## src/sv/efb_pkg.sv

```systemverilog
`timescale 1ns / 1ps
// ----------------------------------------------------------------------------
// efb_pkg
// Shared types, codes and helpers for the escaped serial frame builder.
// ----------------------------------------------------------------------------
package efb_pkg;

  localparam int EFB_QUEUE_DEPTH = 2;
  localparam int EFB_CFG_IDX_W   = 2;

  typedef enum logic [EFB_CFG_IDX_W-1:0] {
    CFG_ESCAPE = 2'd0,
    CFG_START  = 2'd1,
    CFG_END    = 2'd2
  } cfg_index_t;

  typedef struct packed {
    logic       mode;
    logic [7:0] command_code;
    logic [7:0] payload_length;
    logic [7:0] payload_byte;
  } in_item_t;

  typedef struct packed {
    logic [7:0] out_byte;
    logic       run_last;
    logic       frame_done;
    logic       sequence_error;
  } out_item_t;

  typedef struct packed {
    logic [7:0] escape_byte;
    logic [7:0] start_byte;
    logic [7:0] end_byte;
  } cfg_t;

  typedef enum logic [1:0] {
    JOB_START = 2'd0,
    JOB_DATA  = 2'd1,
    JOB_ERROR = 2'd2
  } job_kind_t;

  // one classified transaction handed from front to back
  typedef struct packed {
    job_kind_t  kind;
    logic [7:0] b0;       // command or payload byte
    logic [7:0] b1;       // length
    logic [7:0] chk;
    logic       stuff;
    logic       close;
  } job_t;

  typedef enum logic [3:0] {
    ST_IDLE    = 4'd0,
    ST_HDR_ESC = 4'd1,
    ST_START   = 4'd2,
    ST_CMD     = 4'd3,
    ST_LEN     = 4'd4,
    ST_STUFF   = 4'd5,
    ST_DATA    = 4'd6,
    ST_CHK     = 4'd7,
    ST_END_ESC = 4'd8,
    ST_END     = 4'd9,
    ST_ERR     = 4'd10
  } back_step_t;

  function automatic back_step_t first_step(input job_t j);
    back_step_t s;
    unique case (j.kind)
      JOB_START: s = ST_HDR_ESC;
      JOB_DATA:  s = j.stuff ? ST_STUFF : ST_DATA;
      default:   s = ST_ERR;
    endcase
    return s;
  endfunction

  function automatic back_step_t next_step(input back_step_t s);
    back_step_t n;
    unique case (s)
      ST_HDR_ESC: n = ST_START;
      ST_START:   n = ST_CMD;
      ST_CMD:     n = ST_LEN;
      ST_LEN:     n = ST_CHK;
      ST_STUFF:   n = ST_DATA;
      ST_DATA:    n = ST_CHK;
      ST_CHK:     n = ST_END_ESC;
      ST_END_ESC: n = ST_END;
      default:    n = ST_IDLE;
    endcase
    return n;
  endfunction

endpackage

```

## src/sv/efb_front.sv

```systemverilog
`timescale 1ns / 1ps
// ----------------------------------------------------------------------------
// efb_front
// Accepts input transactions, tracks frame state and the running sum, and
// turns each transaction into a job for the back end.
// ----------------------------------------------------------------------------
module efb_front
  import efb_pkg::*;
(
  input  logic     clk,
  input  logic     rst,
  input  cfg_t     cfg,
  input  logic     in_valid,
  output logic     in_ready,
  input  in_item_t in_item,
  output logic     job_push,
  output job_t     job,
  input  logic     job_full
);

  logic       frame_open;
  logic [7:0] bytes_remaining;
  logic [7:0] sum_accumulator;

  logic       frame_open_next;
  logic [7:0] bytes_remaining_next;
  logic [7:0] sum_accumulator_next;
  logic [7:0] start_sum;
  logic [7:0] data_sum;
  logic [7:0] remaining_dec;

  assign in_ready = !job_full;
  assign job_push = in_valid && in_ready;

  assign start_sum     = in_item.command_code + in_item.payload_length;
  assign data_sum      = sum_accumulator + in_item.payload_byte;
  assign remaining_dec = bytes_remaining - 8'd1;

  always_comb begin
    job                  = '0;
    frame_open_next      = frame_open;
    bytes_remaining_next = bytes_remaining;
    sum_accumulator_next = sum_accumulator;
    if (!in_item.mode) begin
      job.kind             = JOB_START;
      job.b0               = in_item.command_code;
      job.b1               = in_item.payload_length;
      job.chk              = 8'd0 - start_sum;
      job.close            = (in_item.payload_length == 8'd0);
      sum_accumulator_next = start_sum;
      bytes_remaining_next = in_item.payload_length;
      frame_open_next      = (in_item.payload_length != 8'd0);
    end else if (!frame_open) begin
      job.kind = JOB_ERROR;
    end else begin
      job.kind             = JOB_DATA;
      job.b0               = in_item.payload_byte;
      job.chk              = 8'd0 - data_sum;
      job.stuff            = (in_item.payload_byte == cfg.escape_byte);
      job.close            = (remaining_dec == 8'd0);
      sum_accumulator_next = data_sum;
      bytes_remaining_next = remaining_dec;
      frame_open_next      = (remaining_dec != 8'd0);
    end
  end

  always_ff @(posedge clk) begin
    if (rst) begin
      frame_open      <= 1'b0;
      bytes_remaining <= 8'd0;
      sum_accumulator <= 8'd0;
    end else if (job_push) begin
      frame_open      <= frame_open_next;
      bytes_remaining <= bytes_remaining_next;
      sum_accumulator <= sum_accumulator_next;
    end
  end

  a_open_has_count: assert property (@(posedge clk) disable iff (rst)
    frame_open |-> bytes_remaining != 8'd0)
    else $error("open frame with no bytes remaining");

  a_error_keeps_state: assert property (@(posedge clk) disable iff (rst)
    (job_push && job.kind == JOB_ERROR) |=> $stable(sum_accumulator) && !frame_open)
    else $error("error transaction changed frame state");

  a_close_ends_frame: assert property (@(posedge clk) disable iff (rst)
    (job_push && job.close) |=> !frame_open)
    else $error("frame still open after close");

endmodule

```

## src/sv/efb_fifo.sv

```systemverilog
`timescale 1ns / 1ps
// ----------------------------------------------------------------------------
// efb_fifo
// Short job queue between front and back end.
// ----------------------------------------------------------------------------
module efb_fifo
  import efb_pkg::*;
#(
  parameter int DEPTH = EFB_QUEUE_DEPTH
) (
  input  logic clk,
  input  logic rst,
  input  logic push,
  input  job_t push_job,
  output logic full,
  input  logic pop,
  output logic q_valid,
  output job_t q_job
);

  localparam int PTR_W = (DEPTH > 1) ? $clog2(DEPTH) : 1;
  localparam int CNT_W = $clog2(DEPTH + 1);

  job_t             mem [DEPTH];
  logic [PTR_W-1:0] wr_ptr;
  logic [PTR_W-1:0] rd_ptr;
  logic [CNT_W-1:0] count;

  assign full    = (count == CNT_W'(DEPTH));
  assign q_valid = (count != '0);
  assign q_job   = mem[rd_ptr];

  always_ff @(posedge clk) begin
    if (push) begin
      mem[wr_ptr] <= push_job;
    end
  end

  always_ff @(posedge clk) begin
    if (rst) begin
      wr_ptr <= '0;
      rd_ptr <= '0;
      count  <= '0;
    end else begin
      if (push) begin
        wr_ptr <= (wr_ptr == PTR_W'(DEPTH - 1)) ? '0 : wr_ptr + PTR_W'(1);
      end
      if (pop) begin
        rd_ptr <= (rd_ptr == PTR_W'(DEPTH - 1)) ? '0 : rd_ptr + PTR_W'(1);
      end
      count <= count + CNT_W'(push) - CNT_W'(pop);
    end
  end

  a_no_overflow: assert property (@(posedge clk) disable iff (rst)
    push |-> (!full || pop))
    else $error("push into full queue");

  a_no_underflow: assert property (@(posedge clk) disable iff (rst)
    pop |-> q_valid)
    else $error("pop from empty queue");

  a_count_bound: assert property (@(posedge clk) disable iff (rst)
    count <= CNT_W'(DEPTH))
    else $error("queue count out of range");

endmodule

```

## src/sv/efb_back.sv

```systemverilog
`timescale 1ns / 1ps
// ----------------------------------------------------------------------------
// efb_back
// Serializes jobs into framed bytes, one byte per cycle while the output is not
// stalled, into a registered output stage.
// ----------------------------------------------------------------------------
module efb_back
  import efb_pkg::*;
(
  input  logic      clk,
  input  logic      rst,
  input  cfg_t      cfg,
  input  logic      q_valid,
  input  job_t      q_job,
  output logic      pop,
  output logic      out_valid,
  input  logic      out_ready,
  output out_item_t out_item
);

  back_step_t step;
  back_step_t step_next;
  job_t       cur;
  job_t       cur_next;
  out_item_t  emit;
  logic       out_load;
  logic       step_last;

  assign out_load = (step != ST_IDLE) && (!out_valid || out_ready);

  always_comb begin
    unique case (step)
      ST_LEN, ST_DATA: step_last = !cur.close;
      ST_END, ST_ERR:  step_last = 1'b1;
      default:         step_last = 1'b0;
    endcase
  end

  assign pop = q_valid && ((step == ST_IDLE) || (out_load && step_last));

  // next state
  always_comb begin
    step_next = step;
    cur_next  = cur;
    if (pop) begin
      step_next = first_step(q_job);
      cur_next  = q_job;
    end else if (out_load) begin
      step_next = step_last ? ST_IDLE : next_step(step);
    end
  end

  // outputs
  always_comb begin
    emit          = '0;
    emit.run_last = step_last;
    unique case (step)
      ST_HDR_ESC, ST_STUFF, ST_END_ESC: emit.out_byte = cfg.escape_byte;
      ST_START: emit.out_byte = cfg.start_byte;
      ST_CMD:   emit.out_byte = cur.b0;
      ST_LEN:   emit.out_byte = cur.b1;
      ST_DATA:  emit.out_byte = cur.b0;
      ST_CHK:   emit.out_byte = cur.chk;
      ST_END: begin
        emit.out_byte   = cfg.end_byte;
        emit.frame_done = 1'b1;
      end
      ST_ERR:   emit.sequence_error = 1'b1;
      default:  emit.out_byte = 8'd0;
    endcase
  end

  always_ff @(posedge clk) begin
    if (rst) begin
      step      <= ST_IDLE;
      out_valid <= 1'b0;
    end else begin
      step <= step_next;
      if (out_load) begin
        out_valid <= 1'b1;
      end else if (out_ready) begin
        out_valid <= 1'b0;
      end
    end
  end

  always_ff @(posedge clk) begin
    cur <= cur_next;
    if (out_load) begin
      out_item <= emit;
    end
  end

  a_done_is_last: assert property (@(posedge clk) disable iff (rst)
    (out_valid && out_item.frame_done) |-> out_item.run_last)
    else $error("frame end byte not last of its transaction");

  a_error_shape: assert property (@(posedge clk) disable iff (rst)
    (out_valid && out_item.sequence_error) |->
      (out_item.run_last && !out_item.frame_done && out_item.out_byte == 8'd0))
    else $error("malformed error result");

  a_hold_on_stall: assert property (@(posedge clk) disable iff (rst)
    (out_valid && !out_ready) |=> out_valid && $stable(out_item))
    else $error("output changed while stalled");

endmodule

```

## src/sv/escaped_serial_frame_builder.sv

```systemverilog
`timescale 1ns / 1ps
// ----------------------------------------------------------------------------
// escaped_serial_frame_builder
// Byte-stuffing serial framer with start/end markers and two's complement
// checksum.
// ----------------------------------------------------------------------------
// A start transaction (mode 0) produces escape, start, command and length,
// plus checksum, escape and end when the length is zero; a payload
// transaction produces its byte, preceded by an extra escape when it equals
// the escape byte, and checksum, escape and end after the last one. A payload
// transaction with no open frame produces a single error result. The front end
// takes one input transaction per cycle while its QUEUE_DEPTH-entry job queue
// has room; the back end emits one output byte per cycle while it has work and
// the output is not stalled, so an input transaction yields 1 to 7 output
// results (typically 1, or 2 for a stuffed byte), and the sustained rate is
// set by the number of bytes emitted.
// Configuration writes take effect at once and should be made while idle.
// ----------------------------------------------------------------------------
module escaped_serial_frame_builder
  import efb_pkg::*;
#(
  parameter int QUEUE_DEPTH = EFB_QUEUE_DEPTH
) (
  input  logic                     clk,
  input  logic                     rst,
  input  logic                     cfg_we,
  input  logic [EFB_CFG_IDX_W-1:0] cfg_index,
  input  logic [7:0]               cfg_data,
  input  logic                     in_valid,
  output logic                     in_ready,
  input  in_item_t                 in_item,
  output logic                     out_valid,
  input  logic                     out_ready,
  output out_item_t                out_item
);

  cfg_t cfg;
  logic job_push;
  job_t job;
  logic job_full;
  logic q_pop;
  logic q_valid;
  job_t q_job;

  always_ff @(posedge clk) begin
    if (rst) begin
      cfg.escape_byte <= 8'd16;
      cfg.start_byte  <= 8'd2;
      cfg.end_byte    <= 8'd3;
    end else if (cfg_we) begin
      unique case (cfg_index)
        CFG_ESCAPE: cfg.escape_byte <= cfg_data;
        CFG_START:  cfg.start_byte  <= cfg_data;
        CFG_END:    cfg.end_byte    <= cfg_data;
        default:    ;
      endcase
    end
  end

  efb_front u_front (
    .clk      (clk),
    .rst      (rst),
    .cfg      (cfg),
    .in_valid (in_valid),
    .in_ready (in_ready),
    .in_item  (in_item),
    .job_push (job_push),
    .job      (job),
    .job_full (job_full)
  );

  efb_fifo #(
    .DEPTH (QUEUE_DEPTH)
  ) u_fifo (
    .clk      (clk),
    .rst      (rst),
    .push     (job_push),
    .push_job (job),
    .full     (job_full),
    .pop      (q_pop),
    .q_valid  (q_valid),
    .q_job    (q_job)
  );

  efb_back u_back (
    .clk       (clk),
    .rst       (rst),
    .cfg       (cfg),
    .q_valid   (q_valid),
    .q_job     (q_job),
    .pop       (q_pop),
    .out_valid (out_valid),
    .out_ready (out_ready),
    .out_item  (out_item)
  );

endmodule
```

## config.mk

```make
export PLATFORM = sky130hd
export DESIGN_NAME = escaped_serial_frame_builder
export DESIGN_NICKNAME = d
export VERILOG_FILES = /design/src/sv/efb_pkg.sv /design/src/sv/efb_front.sv /design/src/sv/efb_fifo.sv /design/src/sv/efb_back.sv /design/src/sv/escaped_serial_frame_builder.sv
export SDC_FILE = /design/constraint.sdc
export NUM_CORES = 1
export LEC_CHECK = 0
export ABC_CLOCK_PERIOD_IN_PS = 7000
export BUFFER_PORTS_ARGS = -buffer_cell sky130_fd_sc_hd__buf_2
export CAP_MARGIN = 20
export CORE_ASPECT_RATIO = 1.2
export CORE_MARGIN = 10
export CORE_UTILIZATION = 65
export CTS_BUF_LIST = sky130_fd_sc_hd__clkbuf_4
export CTS_CLUSTER_SIZE = 28
export DETAILED_ROUTE_END_ITERATION = 16
export HOLD_SLACK_MARGIN = 0.12
export PLACE_DENSITY = 0.94
export SYNTH_ARGS = -nofsm -noshare
export SYNTH_HDL_FRONTEND = slang
export SYNTH_SLANG_ARGS = --single-unit
```

## constraint.sdc

```tcl
create_clock -name clk -period 7 [get_ports clk]
set_clock_uncertainty 0.1 [all_clocks]
set_input_delay 1.75 -clock clk [delete_from_list [all_inputs] [get_ports clk]]
set_output_delay 1.75 -clock clk [all_outputs]
set_load 0.02 [all_outputs]
```

-- After elaboration in Yosys (flattened, before gate mapping)
Memories as Yosys holds them, arrays and structs flattened. A register that Yosys moved wholly into a read port is not among the register bits.
Index checks and enable logic that the tools add are counted.
- multiplexer cells: 33
- eq/ne operators: 16
- add/sub/neg operators: 9
- reductions and logical operators: 28
- operators by type and width (operator ; count):
    $mux 8 ; 7
    $pmux 8 s6 ; 1
    $mux 10 ; 2
    $mux 4 ; 5
    $add 8x8->8 ; 2
    $eq 4x3->1 const B ; 4
    $logic_not 8->1 ; 2
    $reduce_bool 8->1 ; 2
    $sub 1x8->8 const A ; 2
    $mux 1 ; 14
    $eq 4x4->1 const B ; 3
    $eq 4x2->1 const B ; 2
    $eq 8x8->1 ; 1
    $pmux 4 s2 ; 1
    $reduce_and 2->1 ; 4
    $sub 8x1->8 const B ; 1
    $reduce_bool 2->1 ; 3
    $reduce_or 2->1 ; 3
    $eq 2x1->1 const B ; 2
    $eq 2x2->1 const B ; 2
    $eq 4x1->1 const B ; 1
    $logic_and 1x1->1 ; 4
    $logic_not 2->1 ; 2
    $logic_not 4->1 ; 1
    other kinds (10) ; 15
- ROM bits: 64
- bits in writable memories: 56
- memories kept: 2
- bits in registers: 86
- output and inout port bits: 13
- memories (name ; words ; bits a word ; read ports ; clocked after Yosys merged registers in ; wr ports ; line ; source):
    (name not given) ; 16 ; 4 ; 1 ; 1 ; 0 ; efb_pkg.sv:79 ; unique case (s)
    u_fifo.mem ; 2 ; 28 ; 1 ; 1 ; 1 ; efb_fifo.sv:24 ; job_t mem [DEPTH];

-- Longest topological paths before layout
Gate-level depths: netlist of the first run.
- depth after elaboration: 9
- mapped depth: 12
- mapped depth without buffers: 11

-- Hierarchy
Synthesis of the first run repeated with hierarchy kept, for this count alone.
- cell total of the unflattened synthesis: 625
- area total of the unflattened synthesis: 7392.1 um^2
- by module, submodules not included (module ; instances ; area each (um^2) ; cells an instance):
    efb_fifo ; 1 ; 2342.2 ; 108
    efb_back ; 1 ; 2047.0 ; 163
    efb_front ; 1 ; 2001.9 ; 260
    escaped_serial_frame_builder ; 1 ; 1001.0 ; 94

-- Least setup slack after synthesis of the first run
No wires, ideal clock.
- kind: input -> register
- start: input port out_ready
- end: register with a tool-made name
- buffers on the path: 0
- arrival: 3.956 ns
- data required time: 6.772 ns
- setup slack: 2.817 ns
- cell stages on the path: 11
- path through: nand2b_1 > nor2_1 > a311o_1 > inv_1 > a21oi_1 > a211oi_1 > inv_1 > ha_1 > nand2_1 > o22a_1 > nor2_1
- RTL lines (element ; line ; source):
    from (decl) ; escaped_serial_frame_builder.sv:33 ; input logic out_ready,

==> results of run 1 <==
## per-layer routing
metal	part of all wire, %	vias up	track usage (%)
met2	49	281	35.1
met3	8.6	40	5.67
li1	-	2466	-
met1	40	2517	24.9
met4	2.2	0	7.52
met5	0	-	0
## area by class of cell
cell class	count	area, um^2	area share, %
flip-flops and latches	147	3860	49.4
multi-input cells	449	3120	39.9
repair buffers	57	318	4.07
well taps	129	161	2.07
clock buffers	19	143	1.83
clock inverters	13	118	1.50
inverters	25	93.8	1.20
## flip-flops by register name, indices dropped and copies added (netlist names), named ones only
name / flops
u_front.sum_accumulator: 8
u_back.out_valid: 1
u_fifo.wr_ptr: 1
u_fifo.rd_ptr: 1
u_fifo.mem: 56
u_front.frame_open: 1
u_back.out_item: 11
cfg: 24
u_back.step: 4
u_fifo.count: 2
u_back.cur: 25
u_front.bytes_remaining: 8
## metrics by stage
step | utilization, % | area [um^2]
2_1_floorplan | - | 7180
3_3_place_gp | 70.5 | 7530
3_5_place_dp | 70.5 | 7530
4_1_cts | 73.0 | 7790
5_1_grt | 73.2 | 7820
6_report | 73.2 | 7820
## how the worst min path moves through the flow
stage                                                  startpoint                                      end  slack [ps]  depth (start not counted)
after CTS                 u_front.sum_accumulator[5]$_SDFFE_PP0P_  u_front.sum_accumulator[5]$_SDFFE_PP0P_         370                          2
final                     u_front.sum_accumulator[5]$_SDFFE_PP0P_  u_front.sum_accumulator[5]$_SDFFE_PP0P_         370                          2
after global routing      u_front.bytes_remaining[1]$_SDFFE_PP0P_  u_front.bytes_remaining[1]$_SDFFE_PP0P_         400                          2
after detailed placement  u_front.sum_accumulator[5]$_SDFFE_PP0P_  u_front.sum_accumulator[5]$_SDFFE_PP0P_         350                          2
after global placement                        cfg[0]$_SDFFE_PP1P_                      cfg[0]$_SDFFE_PP1P_         350                          1
after floorplan           u_front.sum_accumulator[5]$_SDFFE_PP0P_  u_front.sum_accumulator[5]$_SDFFE_PP0P_         340                          2
## power by group
part / internal [uW] / total, uW / switching [uW]
logic: 370 / 921 / 550
clock network: 212 / 490 / 278
registers: 1160 / 1280 / 114
total: 1750 / 2690 / 943
## synth_stat cells (6+ instances only)
cell type and count:
a211oi_1 10, a21o_1 6, a21oi_1 31, a22o_1 9
clkbuf_1 23, dfxtp_1 55, edfxtp_1 92, ha_1 24
inv_1 23, mux2_2 31, mux2i_1 29, nand2_1 40
nand2b_1 10, nand3_1 9, nor2_1 87, nor2b_1 15
nor3_1 10, o21ai_0 17, o221ai_1 6, o22ai_1 12
xnor2_1 22, xor2_1 16
## kinds of logic (layout without fill, tap and decap cells)
kind of cell | count (synthesis) | count (layout)
mux | 60 | 60
flops | 147 | 147
compound gates | 121 | 121
xor+xnor | 38 | 38
buf+inv | 53 | 114
fa+ha+maj | 26 | 26
simple gates | 204 | 204
## worst max-delay path: stages (launching register included)
cell      delay, ps
dfxtp_1         980
or3b_1          430
a21o_1          250
a311o_1         410
inv_1           720
a21oi_1         210
a211oi_1        570
inv_1           100
ha_1            190
nand2_1          90
o22a_1          130
nor2_1           40
==> results.cfg, run 1 <==
[yosys]
synth_compound_area_share_pct = 11.5
synth_top_cell_area_share_pct = 38.5
synth.area.top_cells = edfxtp_1 38%, dfxtp_1 15%, mux2_2 4.9%, nor2_1 4.6%, ha_1 4.2%
synthDominantAreaCellType = edfxtp_1
ys.flop_type = edfxtp_1
synth.mux.area_fraction_pct = 8.91
number_of_synthesized_flops_with_an_enable_pin = 92
syn-num-nets = 715
syn_avg_cell_area_um2 = 11.1
synth-adder-area-share_pct = 4.74
basic_gate_share_of_the_synthesized_area_counting_and_or_nand_and_nor_cells_pct = 13.6
yosys_warnings = 0
synth.yosys.seq_area_share_pct = 53.8
synth-async-reset-ratio_pct = 0
synth.cell_area_um2 = 7180
synth_xor_xnor_area_share_pct = 4.64
synth_top_family_by_area = simple AND/OR/NAND/NOR gates
synth-seq-cells = 147
yosys.cell_types.count = 57
syn_inst = 649

[timing]
period_share_pct = 62.6
pins_over_their_slew_limit = 0
tns_ps = 0
postLayoutSetupSlackWorst_ps = 2620
max_slew.worst_pin.slew_ps = 1110
fmax_mhz = 228
setup_viol = 0
layout_min_cycle_time_ps = 4380
finalHoldWorstSlack_ps = 369
slew_hr_pct = 26.1
hold_violations = 0
grt_setup_unrepaired = no

[die]
fp.dieW_um = 116
design.core.area_um2 = 10700
die_area_um2 = 15700
floorplan.initialDensity_pct = 67.3
num_rows = 41
floorplan.die.height_um = 135
top_level_ports = 53

[cts]
cts_tree = yes
cts_setup_buffers = 0
numClockSinks = 147
cts_hold_repair.buffers = 0
insertion_delay_ps = 530
htree_levels = 4
max_buffers_root_to_sink = 2
clock-root-buffer = clkbuf_4
postCtsResizedCells = 0
cts.clk_slew.worst_paths_ps = 120
tritoncts.num_buffers = 17

[critical_path]
regToRegSetupSlack_ps = 2620
cp.arrival_ps = 4670
r2r_cells = 11
worstPathMaxFanout = 27
cp_data_required_time_ps = 7280
crit-reg2reg-launch = u_back.step[2]$_SDFFE_PP0N_
kind_of_start_point_of_the_critical_path = flip-flop
worst_setup_path_end_kind = flip-flop
worst-setup-path-type = flip-flop to flip-flop
critical_path_start = u_back.step[2]$_SDFFE_PP0N_

[detailed_routing]
drt_first_pass_iters = 7
wire_per_inst_um = 18.9
vias_per_cell = 6.32
detail-route-antenna-nets = 0
dr_drc_count = 0
vias = 5304
postRouteWirelength_um = 15900
drt_first_iter_violations = 426

[place]
preCtsSetupSlack_ps = 2260
dp.final_hpwl_um = 11700
numPortBuffers = 52
place_inst = 806
gp_congestion = 0.899

[global_route]
grt_overflow_total = 0
grt_start_max_net_pins = 56
grt_antenna_before_repair = 0
first_pass_grt_wire_length_um = 26000
grt.total_usage_pct = 20.8
grt_pass1_vias = 5367

[worst_hold_path]
min-delay-path-class = flip-flop to flip-flop

[finish]
share_of_layout_cells_above_drive_strength_1_pct = 17.2
layout.cells.most_common = edfxtp_1
layout.nets = 763
n_antenna_cell = 0
fillerInstances = 697
most_frequent_cells_in_the_layout = 92 x edfxtp_1, 85 x nor2_1, 55 x dfxtp_1
stdcell_count = 839
area.growth.synth_to_final_pct = 8.89

[power_and_ir_drop]
powerDensity_nw_per_um2 = 344
power.static_leakage_uw = 0.00301
worst_ir_drop_vdd_v = 0.000165
post-layout-total-power_uw = 2690

[run_status]
run_status = complete, no violations

[flow_run]
max_cap_violations = 0
No activity file was read; power rests on OpenSTA's default activity.
==> run 2, diff against run 1 <==
--- a/config.mk
+++ b/config.mk
@@ -5,17 +5,17 @@
 export SDC_FILE = /design/constraint.sdc
 export NUM_CORES = 1
 export LEC_CHECK = 0
-export ABC_CLOCK_PERIOD_IN_PS = 7000
+export ABC_CLOCK_PERIOD_IN_PS = 3800
 export BUFFER_PORTS_ARGS = -buffer_cell sky130_fd_sc_hd__buf_2
 export CAP_MARGIN = 20
 export CORE_ASPECT_RATIO = 1.2
 export CORE_MARGIN = 10
-export CORE_UTILIZATION = 65
+export CORE_UTILIZATION = 56
 export CTS_BUF_LIST = sky130_fd_sc_hd__clkbuf_4
 export CTS_CLUSTER_SIZE = 28
 export DETAILED_ROUTE_END_ITERATION = 16
 export HOLD_SLACK_MARGIN = 0.12
-export PLACE_DENSITY = 0.94
+export PLACE_DENSITY = 0.87
 export SYNTH_ARGS = -nofsm -noshare
 export SYNTH_HDL_FRONTEND = slang
 export SYNTH_SLANG_ARGS = --single-unit
==> constraint.sdc (replaced) <==
create_clock -name clk -period 3.8 [get_ports clk]
set_clock_uncertainty 0.1 [all_clocks]
set_input_delay 0.95 -clock clk [delete_from_list [all_inputs] [get_ports clk]]
set_output_delay 0.95 -clock clk [all_outputs]
set_load 0.02 [all_outputs]
==> results.cfg, run 2 (synthesized netlist as in run 1, its figures left out) <==
[power_and_ir_drop]
int_power_uw = 3360
net-switching-power_uw = 1770
clockPowerShare_pct = 21.2
worst_ir_drop_vdd_v = 0.000268
sequentialPowerShare_pct = 45.0
sw_frac_of_total_pct = 34.5
combPwrFrac_pct = 33.9
power.static_leakage_uw = 0.00305
powerDensity_nw_per_um2 = 645

[global_route]
grt_pass1_vias = 5239
grt_overflow_total = 0
grt_antenna_before_repair = 1
grt_start_max_net_pins = 41
grt.total_usage_pct = 18.5
first_pass_grt_wire_length_um = 25700

[cts]
tritoncts.num_buffers = 17
insertion_delay_ps = 550
cts_setup_buffers = 0
postCtsResizedCells = 0
max_buffers_root_to_sink = 2
cts_tree = yes
numClockSinks = 147
clock-root-buffer = clkbuf_4
cts.clk_slew.worst_paths_ps = 130
htree_levels = 4
cts_hold_repair.buffers = 0

[finish]
max_flop_register = u_fifo.mem
final_design_area_no_fill_um2 = 7950
layout.nets = 768
share_of_layout_cells_above_drive_strength_1_pct = 18.3
fillerInstances = 962
most_frequent_cells_in_the_layout = 92 x edfxtp_1, 85 x nor2_1, 55 x dfxtp_1
largest_register_ffs = 56
layout.cells.most_common = edfxtp_1
biggestRegsByFlops = u_fifo.mem x56, u_back.cur x25, cfg x24
area.growth.synth_to_final_pct = 10.7

[critical_path]
worstPathMaxFanout = 22
cp_data_required_time_ps = 4200
r2r_cells = 10
cp.arrival_ps = 3820
worst_setup_path_end_kind = flip-flop
regToRegSetupSlack_ps = 370
worst-setup-path-type = flip-flop to flip-flop
kind_of_start_point_of_the_critical_path = flip-flop
crit-reg2reg-launch = u_back.step[0]$_SDFFE_PP0N_

[place]
dp.final_hpwl_um = 11700
numPortBuffers = 52
dpl-instance-area_um2 = 7620
gp_congestion = 0.882

[worst_hold_path]
min-delay-path-class = flip-flop to flip-flop
hold_path_origin = u_front.sum_accumulator[5]$_SDFFE_PP0P_
hold_depth = 2
whs_endpoint = u_front.sum_accumulator[5]$_SDFFE_PP0P_

[die]
floorplan.die.height_um = 144
design.core.area_um2 = 12600
fp.dieW_um = 123
floorplan.initialDensity_pct = 56.9
die_area_um2 = 17800
top_level_ports = 53
num_rows = 45

[timing]
setup_viol = 0
max_slew.worst_pin.slew_ps = 727
slew_hr_pct = 51.5
pins_over_their_slew_limit = 0
fmax_mhz = 292
tns_ps = 0
hold_violations = 0
finalHoldWorstSlack_ps = 373
period_share_pct = 90.2
layout_min_cycle_time_ps = 3430
grt_setup_unrepaired = no

[detailed_routing]
detail-route-antenna-nets = 0
drt_first_pass_iters = 5
drt_first_iter_violations = 477
vias_per_cell = 6.05
postRouteWirelength_um = 16300
wire_per_inst_um = 18.6
dr_drc_count = 0
vias = 5322

[run_status]
run_status = complete, no violations

[flow_run]
max_cap_violations = 0
run 2: power by group through the flow:
stage	Combinational (uW)	Sequential, uW	Clock (uW)
after global placement	1630	2310	0
after CTS	1720	2300	1100
after global routing	1900	2330	1170
final	1740	2300	1080
after floorplan	1220	2350	0
after detailed placement	1690	2330	0
run 2: final cells by class:
| class | count | area [um^2] | share of cell area (%) |
|---|---|---|---|
| timing repair buffer | 62 | 335 | 4.22 |
| clock buffer | 19 | 143 | 1.79 |
| clock inverter | 13 | 186 | 2.35 |
| antenna | 1 | 2.50 | 0.0315 |
| inverter | 25 | 93.8 | 1.18 |
| multi-input combinational | 449 | 3120 | 39.2 |
| tap | 164 | 205 | 2.58 |
| sequential | 147 | 3860 | 48.6 |
run 2: worst max path at each step:
stage / from / to / slack [ps] / cells after the start
2_1_floorplan: out_ready / flip-flop / 420 / 11
3_3_place_gp: in_item[0] / u_fifo.mem[0][9]$_DFFE_PP_ / 510 / 11
3_5_place_dp: in_item[0] / u_fifo.mem[0][9]$_DFFE_PP_ / 330 / 11
4_1_cts: u_back.step[0]$_SDFFE_PP0N_ / u_fifo.count[1]$_SDFF_PP0_ / 480 / 12
5_1_grt: u_back.step[0]$_SDFFE_PP0N_ / flip-flop / 200 / 10
6_report: u_back.step[0]$_SDFFE_PP0N_ / flip-flop / 370 / 10
run 2: stage by stage:
| stage | power, uW | std cells | util (%) | setup slack (ps) |
|---|---|---|---|---|
| floorplan | 3580 | 649 | - | 417 |
| global placement | 3940 | 847 | 60.4 | 507 |
| detailed placement | 4020 | 847 | 60.4 | 331 |
| CTS | 5120 | 879 | 63.0 | 478 |
| global route | 5390 | 880 | 63.0 | 199 |
| finish | 5120 | 880 | 63.0 | 373 |
run 2: critical path, cell delays in order (launching register included):
cell	delay, ps
dfxtp_1	430
buf_4	290
and3b_1	380
nand2b_1	240
a311o_1	510
and4_1	260
a21oi_1	180
a211oi_1	170
ha_1	240
nor4b_1	440
a21o_1	130
run 2: routing by layer:
layer	track usage (%)	routed length (um)
met5	0	0
met4	8.23	530
met3	5.30	1320
met2	30.9	8090
met1	21.6	6410
